$ cat src/rtl/core/tecf_pkg.sv
// Shared constants and types for the track edge centerline finder.
package tecf_pkg;

    localparam int MAX_WIDTH = 1024;
    localparam int WIDTH_CAP = (MAX_WIDTH < 1024) ? MAX_WIDTH : 1024;

    localparam int COL_W = 10;
    localparam int ROW_W = 10;
    localparam int CFG_W = 11;
    localparam int PIX_W = 8;

    localparam logic [CFG_W-1:0] WIDTH_MIN = CFG_W'(2);
    localparam logic [CFG_W-1:0] WIDTH_MAX = CFG_W'(WIDTH_CAP);

    localparam logic [CFG_W-1:0] IMAGE_WIDTH_RESET = CFG_W'(640);
    localparam logic [ROW_W-1:0] FIRST_ROW_RESET = ROW_W'(160);

    // Configuration register indexes.
    localparam logic CFG_IMAGE_WIDTH = 1'b0;
    localparam logic CFG_FIRST_ROW = 1'b1;

    typedef struct packed {
        logic             right_found;
        logic             left_found;
        logic [COL_W-1:0] center_line;
        logic [COL_W-1:0] right_edge;
        logic [COL_W-1:0] left_edge;
        logic [ROW_W-1:0] row_index;
    } scan_result_t;

endpackage

$ cat src/rtl/core/tecf_row_scan.sv
// Per-row edge search state: column and row counters, held edges and found flags.
module tecf_row_scan
    import tecf_pkg::*;
(
    input  logic             clk,
    input  logic             rst_n,
    input  logic             step,
    input  logic [PIX_W-1:0] pix,
    input  logic             start,
    input  logic [CFG_W-1:0] width,
    input  logic [ROW_W-1:0] first_row,
    output scan_result_t     res,
    output logic             res_valid
);

    logic [COL_W-1:0] col_reg, col_next;
    logic [ROW_W-1:0] row_reg, row_next;
    logic [COL_W-1:0] left_reg, left_next;
    logic [COL_W-1:0] right_reg, right_next;
    logic             lseen_reg, lseen_next;
    logic             rseen_reg, rseen_next;

    logic [COL_W-1:0] x;
    logic [ROW_W-1:0] row;
    logic [COL_W-1:0] centre;
    logic [COL_W:0]   edge_sum;
    logic             active;
    logic             black;
    logic             last;
    logic             lseen_cur;
    logic             rseen_cur;

    always_comb
    begin
        // A frame start clears everything before this pixel is looked at.
        x          = start ? '0 : col_reg;
        row        = start ? '0 : row_reg;
        left_next  = start ? '0 : left_reg;
        right_next = start ? '0 : right_reg;
        lseen_cur  = start ? 1'b0 : lseen_reg;
        rseen_cur  = start ? 1'b0 : rseen_reg;

        centre = COL_W'(width >> 1);
        active = row >= first_row;
        black  = pix == '0;
        last   = {1'b0, x} >= (width - CFG_W'(1));

        if (active && black && x >= centre && !rseen_cur)
        begin
            right_next = x;
            rseen_cur  = 1'b1;
        end
        if (active && black && x <= centre)
        begin
            left_next = x;
            lseen_cur = 1'b1;
        end

        edge_sum = {1'b0, left_next} + {1'b0, right_next};

        res.row_index   = row;
        res.left_edge   = left_next;
        res.right_edge  = right_next;
        res.center_line = edge_sum[COL_W:1];
        res.left_found  = lseen_cur;
        res.right_found = rseen_cur;
        res_valid       = last && active;

        if (last)
        begin
            col_next   = '0;
            row_next   = row + ROW_W'(1);
            lseen_next = 1'b0;
            rseen_next = 1'b0;
        end
        else
        begin
            col_next   = x + COL_W'(1);
            row_next   = row;
            lseen_next = lseen_cur;
            rseen_next = rseen_cur;
        end
    end

    always_ff @(posedge clk or negedge rst_n)
    begin
        if (!rst_n)
        begin
            col_reg   <= '0;
            row_reg   <= '0;
            left_reg  <= '0;
            right_reg <= '0;
            lseen_reg <= 1'b0;
            rseen_reg <= 1'b0;
        end
        else if (step)
        begin
            col_reg   <= col_next;
            row_reg   <= row_next;
            left_reg  <= left_next;
            right_reg <= right_next;
            lseen_reg <= lseen_next;
            rseen_reg <= rseen_next;
        end
    end

endmodule

$ cat src/rtl/core/track_edge_centerline_finder.sv
// Top level of the track edge centerline finder.
//
// Pixels of a thresholded frame arrive in raster order on the s_ channel,
// one item per pixel; s_tuser marks the first pixel of a frame. From the
// configured first row onward, each row yields one item on the m_ channel at
// its last pixel, carrying the row number, the left and right edge columns,
// their floored midpoint and the two found flags. Other pixels give no item.
//
// Throughput is one pixel per clock while m_tready is high. A pixel is
// captured in an input register and handled by the row scan logic when the
// output slot is free or emptying; its result item is registered onto m_.
// The output register and the input register form a two-deep pipeline, so a
// new pixel is taken while a result waits; when m_tready stays low the
// pipeline fills and s_tready drops until the result is taken.
//
// The cfg channel is always ready and writes image_width (index 0) or
// first_row (index 1); it is meant to be used while the stream is idle.
// Reset sets image_width to 640, first_row to 160 and clears all counters,
// held edges and pending items.
module track_edge_centerline_finder
    import tecf_pkg::*;
(
    input  logic             clk,
    input  logic             rst_n,
    input  logic             s_tvalid,
    output logic             s_tready,
    input  logic [7:0]       s_tdata,   // pixel_value
    input  logic             s_tuser,   // frame_start
    output logic             m_tvalid,
    input  logic             m_tready,
    // row_index, left_edge, right_edge, center_line, left_found, right_found, zero fill
    output logic [47:0]      m_tdata,
    input  logic             cfg_valid,
    output logic             cfg_ready,
    input  logic             cfg_index,
    input  logic [CFG_W-1:0] cfg_data
);

    logic [CFG_W-1:0] width_cfg_reg;
    logic [ROW_W-1:0] first_row_reg;
    logic [CFG_W-1:0] width_eff;

    logic             in_valid_reg;
    logic [PIX_W-1:0] pix_reg;
    logic             start_reg;

    logic             out_valid_reg;
    scan_result_t     out_reg;

    logic             advance;
    logic             step;
    scan_result_t     res;
    logic             res_valid;

    assign cfg_ready = 1'b1;

    always_ff @(posedge clk or negedge rst_n)
    begin
        if (!rst_n)
        begin
            width_cfg_reg <= IMAGE_WIDTH_RESET;
            first_row_reg <= FIRST_ROW_RESET;
        end
        else if (cfg_valid)
        begin
            unique case (cfg_index)
                CFG_IMAGE_WIDTH: width_cfg_reg <= cfg_data;
                CFG_FIRST_ROW:   first_row_reg <= cfg_data[ROW_W-1:0];
                default:         ;
            endcase
        end
    end

    always_comb
    begin
        if (width_cfg_reg < WIDTH_MIN)
            width_eff = WIDTH_MIN;
        else if (width_cfg_reg > WIDTH_MAX)
            width_eff = WIDTH_MAX;
        else
            width_eff = width_cfg_reg;
    end

    // The scan stage may move on whenever the output slot is free or being emptied.
    assign advance  = !out_valid_reg || m_tready;
    assign step     = in_valid_reg && advance;
    assign s_tready = !in_valid_reg || advance;

    always_ff @(posedge clk or negedge rst_n)
    begin
        if (!rst_n)
        begin
            in_valid_reg  <= 1'b0;
            out_valid_reg <= 1'b0;
        end
        else
        begin
            if (s_tready)
                in_valid_reg <= s_tvalid;
            if (advance)
                out_valid_reg <= step && res_valid;
        end
    end

    always_ff @(posedge clk)
    begin
        if (s_tvalid && s_tready)
        begin
            pix_reg   <= s_tdata;
            start_reg <= s_tuser;
        end
        if (step && res_valid)
            out_reg <= res;
    end

    tecf_row_scan u_scan (
        .clk       (clk),
        .rst_n     (rst_n),
        .step      (step),
        .pix       (pix_reg),
        .start     (start_reg),
        .width     (width_eff),
        .first_row (first_row_reg),
        .res       (res),
        .res_valid (res_valid)
    );

    assign m_tvalid = out_valid_reg;
    assign m_tdata  = {6'b0, out_reg};

endmodule

$ cat config.mk
export PLATFORM = sky130hd
export DESIGN_NAME = track_edge_centerline_finder
export DESIGN_NICKNAME = d
export VERILOG_FILES = /design/src/rtl/core/tecf_pkg.sv /design/src/rtl/core/tecf_row_scan.sv /design/src/rtl/core/track_edge_centerline_finder.sv
export SDC_FILE = /design/constraint.sdc
export NUM_CORES = 1
export LEC_CHECK = 0
export BUFFER_PORTS_ARGS = -buffer_cell sky130_fd_sc_hd__buf_2
export CAP_MARGIN = 20
export CORE_MARGIN = 2
export CORE_UTILIZATION = 50
export CTS_BUF_LIST = sky130_fd_sc_hd__clkbuf_4 sky130_fd_sc_hd__clkbuf_8 sky130_fd_sc_hd__clkbuf_16
export CTS_CLUSTER_DIAMETER = 200
export CTS_CLUSTER_SIZE = 20
export DETAILED_ROUTE_END_ITERATION = 8
export PLACE_DENSITY_LB_ADDON = 0.1
export SYNTH_ARGS = -nofsm -noshare
export SYNTH_HDL_FRONTEND = slang
export SYNTH_SLANG_ARGS = --single-unit
export TNS_END_PERCENT = 10
$ cat constraint.sdc
create_clock -name clk -period 7.7 [get_ports clk]
set_input_delay 1.54 -clock clk [delete_from_list [all_inputs] [get_ports clk]]
set_output_delay 1.54 -clock clk [all_outputs]
set_load 0.03 [all_outputs]
==> results.cfg, run 1 <==
[critical_path]
cp_num_buf_inv = 0
cpMaxStageDelayCell = or4_4
slowest_delay_ns = 0.47
path_delay_family = simple AND/OR/NAND/NOR gates
cp.arrival_ns = 6.27
required_ns = 7.88
cp_max_fo = 9
reg2reg_depth = 23
crit_path_end_kind = register
startpoint_type = register
critPathKind = reg2reg
worst-r2r-setup-slack_ns = 1.61
r2r_start = width_cfg_reg[8]
cp_common_cell = o21ai_0
r2r_end = m_tdata[39]
path_cells = or3_1, or4_1, or4_4, o21ai_2, nand2_1, ha_1, and4_1, and4_1, a32oi_1, a211oi_1, nand2_2, mux2i_1, nor2_1, ha_1, nor2b_1, o21ai_0, a21oi_1, o21ai_0, a21boi_0, o21ai_0, nand2b_1, a21o_1, a21o_1

[status]
status = finished, final reports clean

[power_and_ir_drop]
power_density_mw_per_mm2 = 239
p_sw_w = 0.000458
seqPwrFrac = 0.404
ir_drop_v = 0.000155
p_leak_nw = 3.44
swShare = 0.255
p_int_w = 0.00134
p_comb_frac = 0.130
clkPwrFrac = 0.466

[grt]
grt_pass1_wl_um = 22700
globalRoute.totalOverflow = 0
first_global_vias = 4618
grt_max_degree = 66
grt_usage = 0.219
antenna_found_initial = 0

[die]
start_util = 0.508
rows = 41
die_h_um = 117
pin_count = 77
coreArea_mm2 = 0.0126
dieArea_mm2 = 0.0137
fp.dieW_um = 117

[layout]
syn2layout_area_growth_pct = 17.8
num_antenna_cells = 0
largest_reg_flops = 42
drive_gt1_frac = 0.219
final_core_utilization = 0.599
nets = 731
postLayoutCellArea_mm2 = 0.00753

[timing]
rsz0062_at_grt = no
period_minus_slack_ns = 6.09
setup_violations = 0
fin_crit_sh = 0.791
setup_tns_ns = 0
slew_headroom = 0.332
worst_pin_slew_ns = 1.00
slew_viol_final = 0
fmax_mhz = 164
hold_violations = 0
finClkSkew_ns = 0.0101

[job]
max_cap_viol_count = 0

[cts]
clock_sinks = 116
post_cts.repair.setup_buffers = 0
root_buffer = clkbuf_16
numCtsBuffers = 17
clock_path_buffers = 2
holdBufCountCts = 0
clk_pin_slew_ns = 0.05
cts_resized = 0
cts_tree = done
cts_max_level = 4
clk_latency_ns = 0.42

[detailed_routing]
wl_per_cell_um = 16.0
dr.pass1.iters = 5
drc = 0
avgViaCountPerCell = 5.59
ant_nets = 0
drtIter0Drc = 213
num_vias = 4738
routed_wl_um = 13500

[synthesis]
synth_edf_count = 51
ys.flop_type = dfrtp_1
async_flop_share = 0.560
syn_area_per_cell_um2 = 10.8
ys_types = 68
syn_inst = 591
ys_seq_area_frac = 0.495
yosys_warnings = 0
syn_area_mm2 = 0.00639
synth-seq-cells = 116

[min_path]
min_to = u_scan.col_reg[0]
min_from = u_scan.col_reg[0]
hold_path.class = reg2reg
whs_path_depth = 2

[placement]
dpl_cell_area_mm2 = 0.00687
place.gp.congestion = 0.800
io_buffers = 69
hpwl_um = 9640
-- power by group through the flow --
| stage | Clock, W | Combinational, W | Sequential, W |
|---|---|---|---|
| finish | 0.000836 | 0.000234 | 0.000726 |
| global route | 0.000879 | 0.000263 | 0.000732 |
| CTS | 0.000848 | 0.000236 | 0.000725 |
| detailed placement | 0 | 0.000234 | 0.000736 |
| global placement | 0 | 0.000225 | 0.000734 |
| floorplan | 0 | 0.000186 | 0.000716 |
-- how the worst max path moves through the flow --
stage / start / end / slack [ns] / cells past startpoint
after CTS: width_cfg_reg[8] / m_tdata[39] / 1.66 / 23
after global placement: width_cfg_reg[8] / m_tdata[39] / 1.88 / 23
final: width_cfg_reg[8] / m_tdata[39] / 1.61 / 23
after floorplan: width_cfg_reg[8] / m_tdata[0] / 2.00 / 16
after detailed placement: width_cfg_reg[8] / m_tdata[39] / 1.78 / 23
after global routing: width_cfg_reg[8] / m_tdata[39] / 1.16 / 24
-- placed cells by master (no fill, tap or decap), types with 9 or more instances in the layout --
cell type,instances
nand2_1,76
buf_2,69
dfrtp_1,61
edfxtp_1,51
ha_1,42
nor2_1,33
inv_1,25
mux2i_1,23
nor2b_1,22
o21ai_0,20
o31ai_1,20
mux2_2,19
clkbuf_16,17
nand3_1,14
nand2b_1,13
a21oi_1,13
a21o_1,9
xor2_1,9
-- per-stage QoR --
| stage | cells | hold slack (ns) | total power [W] | setup WS (ns) |
|---|---|---|---|---|
| global placement | 814 | 0.459 | 0.000959 | 1.88 |
| detailed placement | 814 | 0.467 | 0.000970 | 1.78 |
| global route | 847 | 0.500 | 0.00187 | 1.16 |
| CTS | 846 | 0.479 | 0.00181 | 1.66 |
| finish | 847 | 0.472 | 0.00180 | 1.61 |
| floorplan | 596 | 0.447 | 0.000902 | 2.00 |
-- routing by layer --
layer  up-vias  GRT usage  routed length (um)
met5         -          0                   0
met4         0      0.104                 387
met3        35     0.0530                 635
met2       139      0.352                6570
met1      2291      0.281                5930
li1       2273          -                   -
-- kinds of logic (layout without fill, tap and decap cells) --
| logic type | after synthesis | after routing | synth area share |
|---|---|---|---|
| compound gates | 110 | 110 | 0.129 |
| xor+xnor | 17 | 17 | 0.0233 |
| fa+ha+maj | 43 | 43 | 0.0854 |
| buf+inv | 53 | 132 | 0.0360 |
| flops | 116 | 116 | 0.495 |
| mux | 42 | 42 | 0.0695 |
| other cells | 2 | 7 | 0.00118 |
| simple gates | 208 | 208 | 0.161 |
-- area by class of cell --
class,instances,area [um2]
fill,1092,5040
sequential,116,3160
multi-input combinational,427,3020
clock buffer,20,454
timing repair buffer,74,395
tap,172,215
clock inverter,12,179
inverter,26,97.6
-- tightest hold or removal path, cell delays in order (launching register included) --
cell	delay [ns]
dfrtp_1	0.34
nand2_1	0.05
o31ai_1	0.05
-- cells in the mapped netlist (7+ instances only) --
| cell type | count | area (um2) |
|---|---|---|
| edfxtp_1 | 51 | 1530 |
| buf_4 | 7 | 52.6 |
| mux2_2 | 19 | 214 |
| nand3_1 | 14 | 70.1 |
| a21o_1 | 9 | 67.6 |
| inv_1 | 25 | 93.8 |
| nor2_1 | 34 | 128 |
| mux2i_1 | 23 | 230 |
| o31ai_1 | 20 | 150 |
| clkbuf_1 | 15 | 56.3 |
| nor2b_1 | 22 | 138 |
| o21ai_0 | 20 | 100 |
| xnor2_1 | 8 | 70.1 |
| ha_1 | 42 | 526 |
| xor2_1 | 9 | 78.8 |
| and3_1 | 8 | 50.1 |
| nand2_1 | 76 | 285 |
| dfrtp_1 | 61 | 1530 |
| a21oi_1 | 13 | 65.1 |
| nand2b_1 | 13 | 81.3 |
| o21a_1 | 7 | 52.6 |
Power figures use the tool's default switching activity.
==> inputs of run 2 (changes only) <==
- ABC_AREA: default -> 1
- clock period: 7.7 -> 5.6 ns (I/O delays scaled with it)
==> results.cfg, run 2 <==
[detailed_routing]
wl_per_cell_um = 14.4
ant_nets = 0
dr.pass1.iters = 7
routed_wl_um = 14400
num_vias = 5103
avgViaCountPerCell = 5.09
drtIter0Drc = 325
drc = 0

[cts]
holdBufCountCts = 0
root_buffer = clkbuf_16
clk_pin_slew_ns = 0.05
cts_max_level = 4
post_cts.repair.setup_buffers = 0
cts_tree = done
clk_latency_ns = 0.42
clock_path_buffers = 2
clock_sinks = 116
cts_resized = 0
numCtsBuffers = 17

[synthesis]
async_flop_share = 0.560
yosys_warnings = 0
synth_top_area_frac = 0.240
syn_inst = 741
yosysTopAreaCell = edfxtp_1
synth.most_common_cell = nand2_1
synth_edf_count = 51
yosys-top-cells-count = nand2_1, inv_1, dfrtp_1
ys.flop_type = dfrtp_1
synth_top_family_by_area = simple AND/OR/NAND/NOR gates
syn_area_per_cell_um2 = 8.62
synth_area_leaders = edfxtp_1, dfrtp_1, nand2_1
synthAdderAreaFrac = 0.0854
synth_mux_area_frac = 0
ys_seq_area_frac = 0.495
synth_compound_area_frac = 0.0754
synth-seq-cells = 116
synth_xor_area_frac = 0.0315
syn_area_mm2 = 0.00639
ys_types = 40
yosys.area_share.simple = 0.232

[power_and_ir_drop]
clkPwrFrac = 0.481
p_comb_frac = 0.109
p_sw_w = 0.000555
seqPwrFrac = 0.411
p_leak_nw = 3.69
p_int_w = 0.00172
swShare = 0.244
ir_drop_v = 0.000157
power_density_mw_per_mm2 = 303

[job]
max_cap_viol_count = 0

[timing]
slew_headroom = 0.328
rsz0062_at_grt = no
worst_pin_slew_ns = 1.01
fmax_mhz = 205
setup_violations = 0
finClkSkew_ns = 0.00574
layout_setup_ws_ns = 0.721
hold_violations = 0
fin_crit_sh = 0.871
setup_tns_ns = 0
slew_viol_final = 0
period_minus_slack_ns = 4.88

[layout]
drive_gt1_frac = 0.161
syn2layout_area_growth_pct = 17.6
stdcell_count = 1002
num_antenna_cells = 0
nets = 886
final_cell_mix = nand2_1, inv_1, buf_2
final_common_cell = nand2_1
largest_reg_flops = 42

[grt]
globalRoute.totalOverflow = 0
antenna_found_initial = 0
grt_max_degree = 66
grt_usage = 0.228
first_global_vias = 4861
grt_pass1_wl_um = 23500

[placement]
hpwl_um = 10600
place.gp.congestion = 0.865
io_buffers = 69
dpl_worst_slack_ns = 0.803
place_inst = 970

[die]
dieArea_mm2 = 0.0137
rows = 41
coreArea_mm2 = 0.0126
die_h_um = 117
start_util = 0.508
fp.dieW_um = 117
pin_count = 77

[critical_path]
slowest_delay_ns = 0.65
required_ns = 5.77
startpoint_type = register
cp_max_fo = 19
path_delay_family = compound AO/OA/AOI/OAI gates
path_cells = buf_4, nor2_1, ha_1, nand2_1, nor2_1, nand3_1, nand4_1, nand3_2, o21ai_0, fa_1, nor2_1, a211oi_1, o21ai_0, a21o_1, a21oi_1, inv_1, a21oi_1, o21bai_1
cp_common_cell = nor2_1
critPathKind = reg2reg
cp.arrival_ns = 5.05
crit_path_end_kind = register
cpMaxStageDelayCell = o21ai_0
cp_num_buf_inv = 2

[status]
status = finished, final reports clean

[min_path]
hold_path.class = reg2reg
==> run 2: cell types whose count changed in the layout (fill, tap and decap cells not counted), sizes merged, moves of 23 or more <==
cell,before,now
nand3,14,47
nand2,77,217
mux2i,23,0
inv,26,105
o21ai,25,54
==> run 2: kinds of logic after synthesis <==
| group | count (synthesis) |
|---|---|
| AO/OA/AOI/OAI | 87 |
| XOR/XNOR | 23 |
| adder cells (fa/ha/maj) | 43 |
| buffers and inverters | 128 |
| flip-flops | 116 |
| other | 2 |
| AND/OR/NAND/NOR | 342 |
==> run 2: stage by stage <==
| step | util | hold WS [ns] | cell area (um2) | total power (W) |
|---|---|---|---|---|
| after floorplan | - | 0.449 | 6410 | 0.00113 |
| after global placement | 0.550 | 0.462 | 6910 | 0.00119 |
| after global routing | 0.598 | 0.497 | 7510 | 0.00237 |
| final | 0.598 | 0.477 | 7510 | 0.00228 |
| after detailed placement | 0.550 | 0.465 | 6910 | 0.00120 |
| after CTS | 0.598 | 0.480 | 7510 | 0.00229 |
==> run 2: path summary, 6_finish.rpt <==
path	startpoint	slack, ns	cells after the start	to
worst max-delay path	start_reg	0.72	18	m_tdata[39]
worst min-delay path	u_scan.right_reg[7]	0.48	2	u_scan.right_reg[7]
worst max register to register	start_reg	0.72	18	m_tdata[39]
worst min register to register	u_scan.right_reg[7]	0.48	2	u_scan.right_reg[7]
max in group asynchronous	rst_n	4.17	2	width_cfg_reg[5]
min in group asynchronous	rst_n	0.86	2	u_scan.col_reg[5]
==> run 2: layout make-up <==
class                           instances  area [um2]
Inverter                              105         394
Clock buffer                           22         469
Fill cell                            1149        5050
Clock inverter                         10         133
Sequential cell                       116        3160
Multi-Input combinational cell        502        2740
Tap cell                              172         215
Timing Repair Buffer                   75         403
==> run 2: power groups by stage <==
| stage | logic, W | clock network (W) | registers (W) |
|---|---|---|---|
| 3_5_place_dp | 0.000247 | 0 | 0.000950 |
| 5_1_grt | 0.000285 | 0.00114 | 0.000938 |
| 3_3_place_gp | 0.000242 | 0 | 0.000949 |
| 4_1_cts | 0.000249 | 0.00111 | 0.000934 |
| 6_report | 0.000247 | 0.00109 | 0.000934 |
| 2_1_floorplan | 0.000184 | 0 | 0.000945 |
==> run 2: layer usage <==
metal	vias up	track usage	routed length, um
met4	0	0.0800	274
met3	23	0.0546	704
li1	2548	-	-
met1	2384	0.307	6700
met5	-	0	0
met2	148	0.365	6710
==> run 2: worst min-delay path: cells and delay by family, from the launching register on <==
kind	cells	cell delay, ns
and+or+nand+nor	2	0.11
DFF	1	0.34
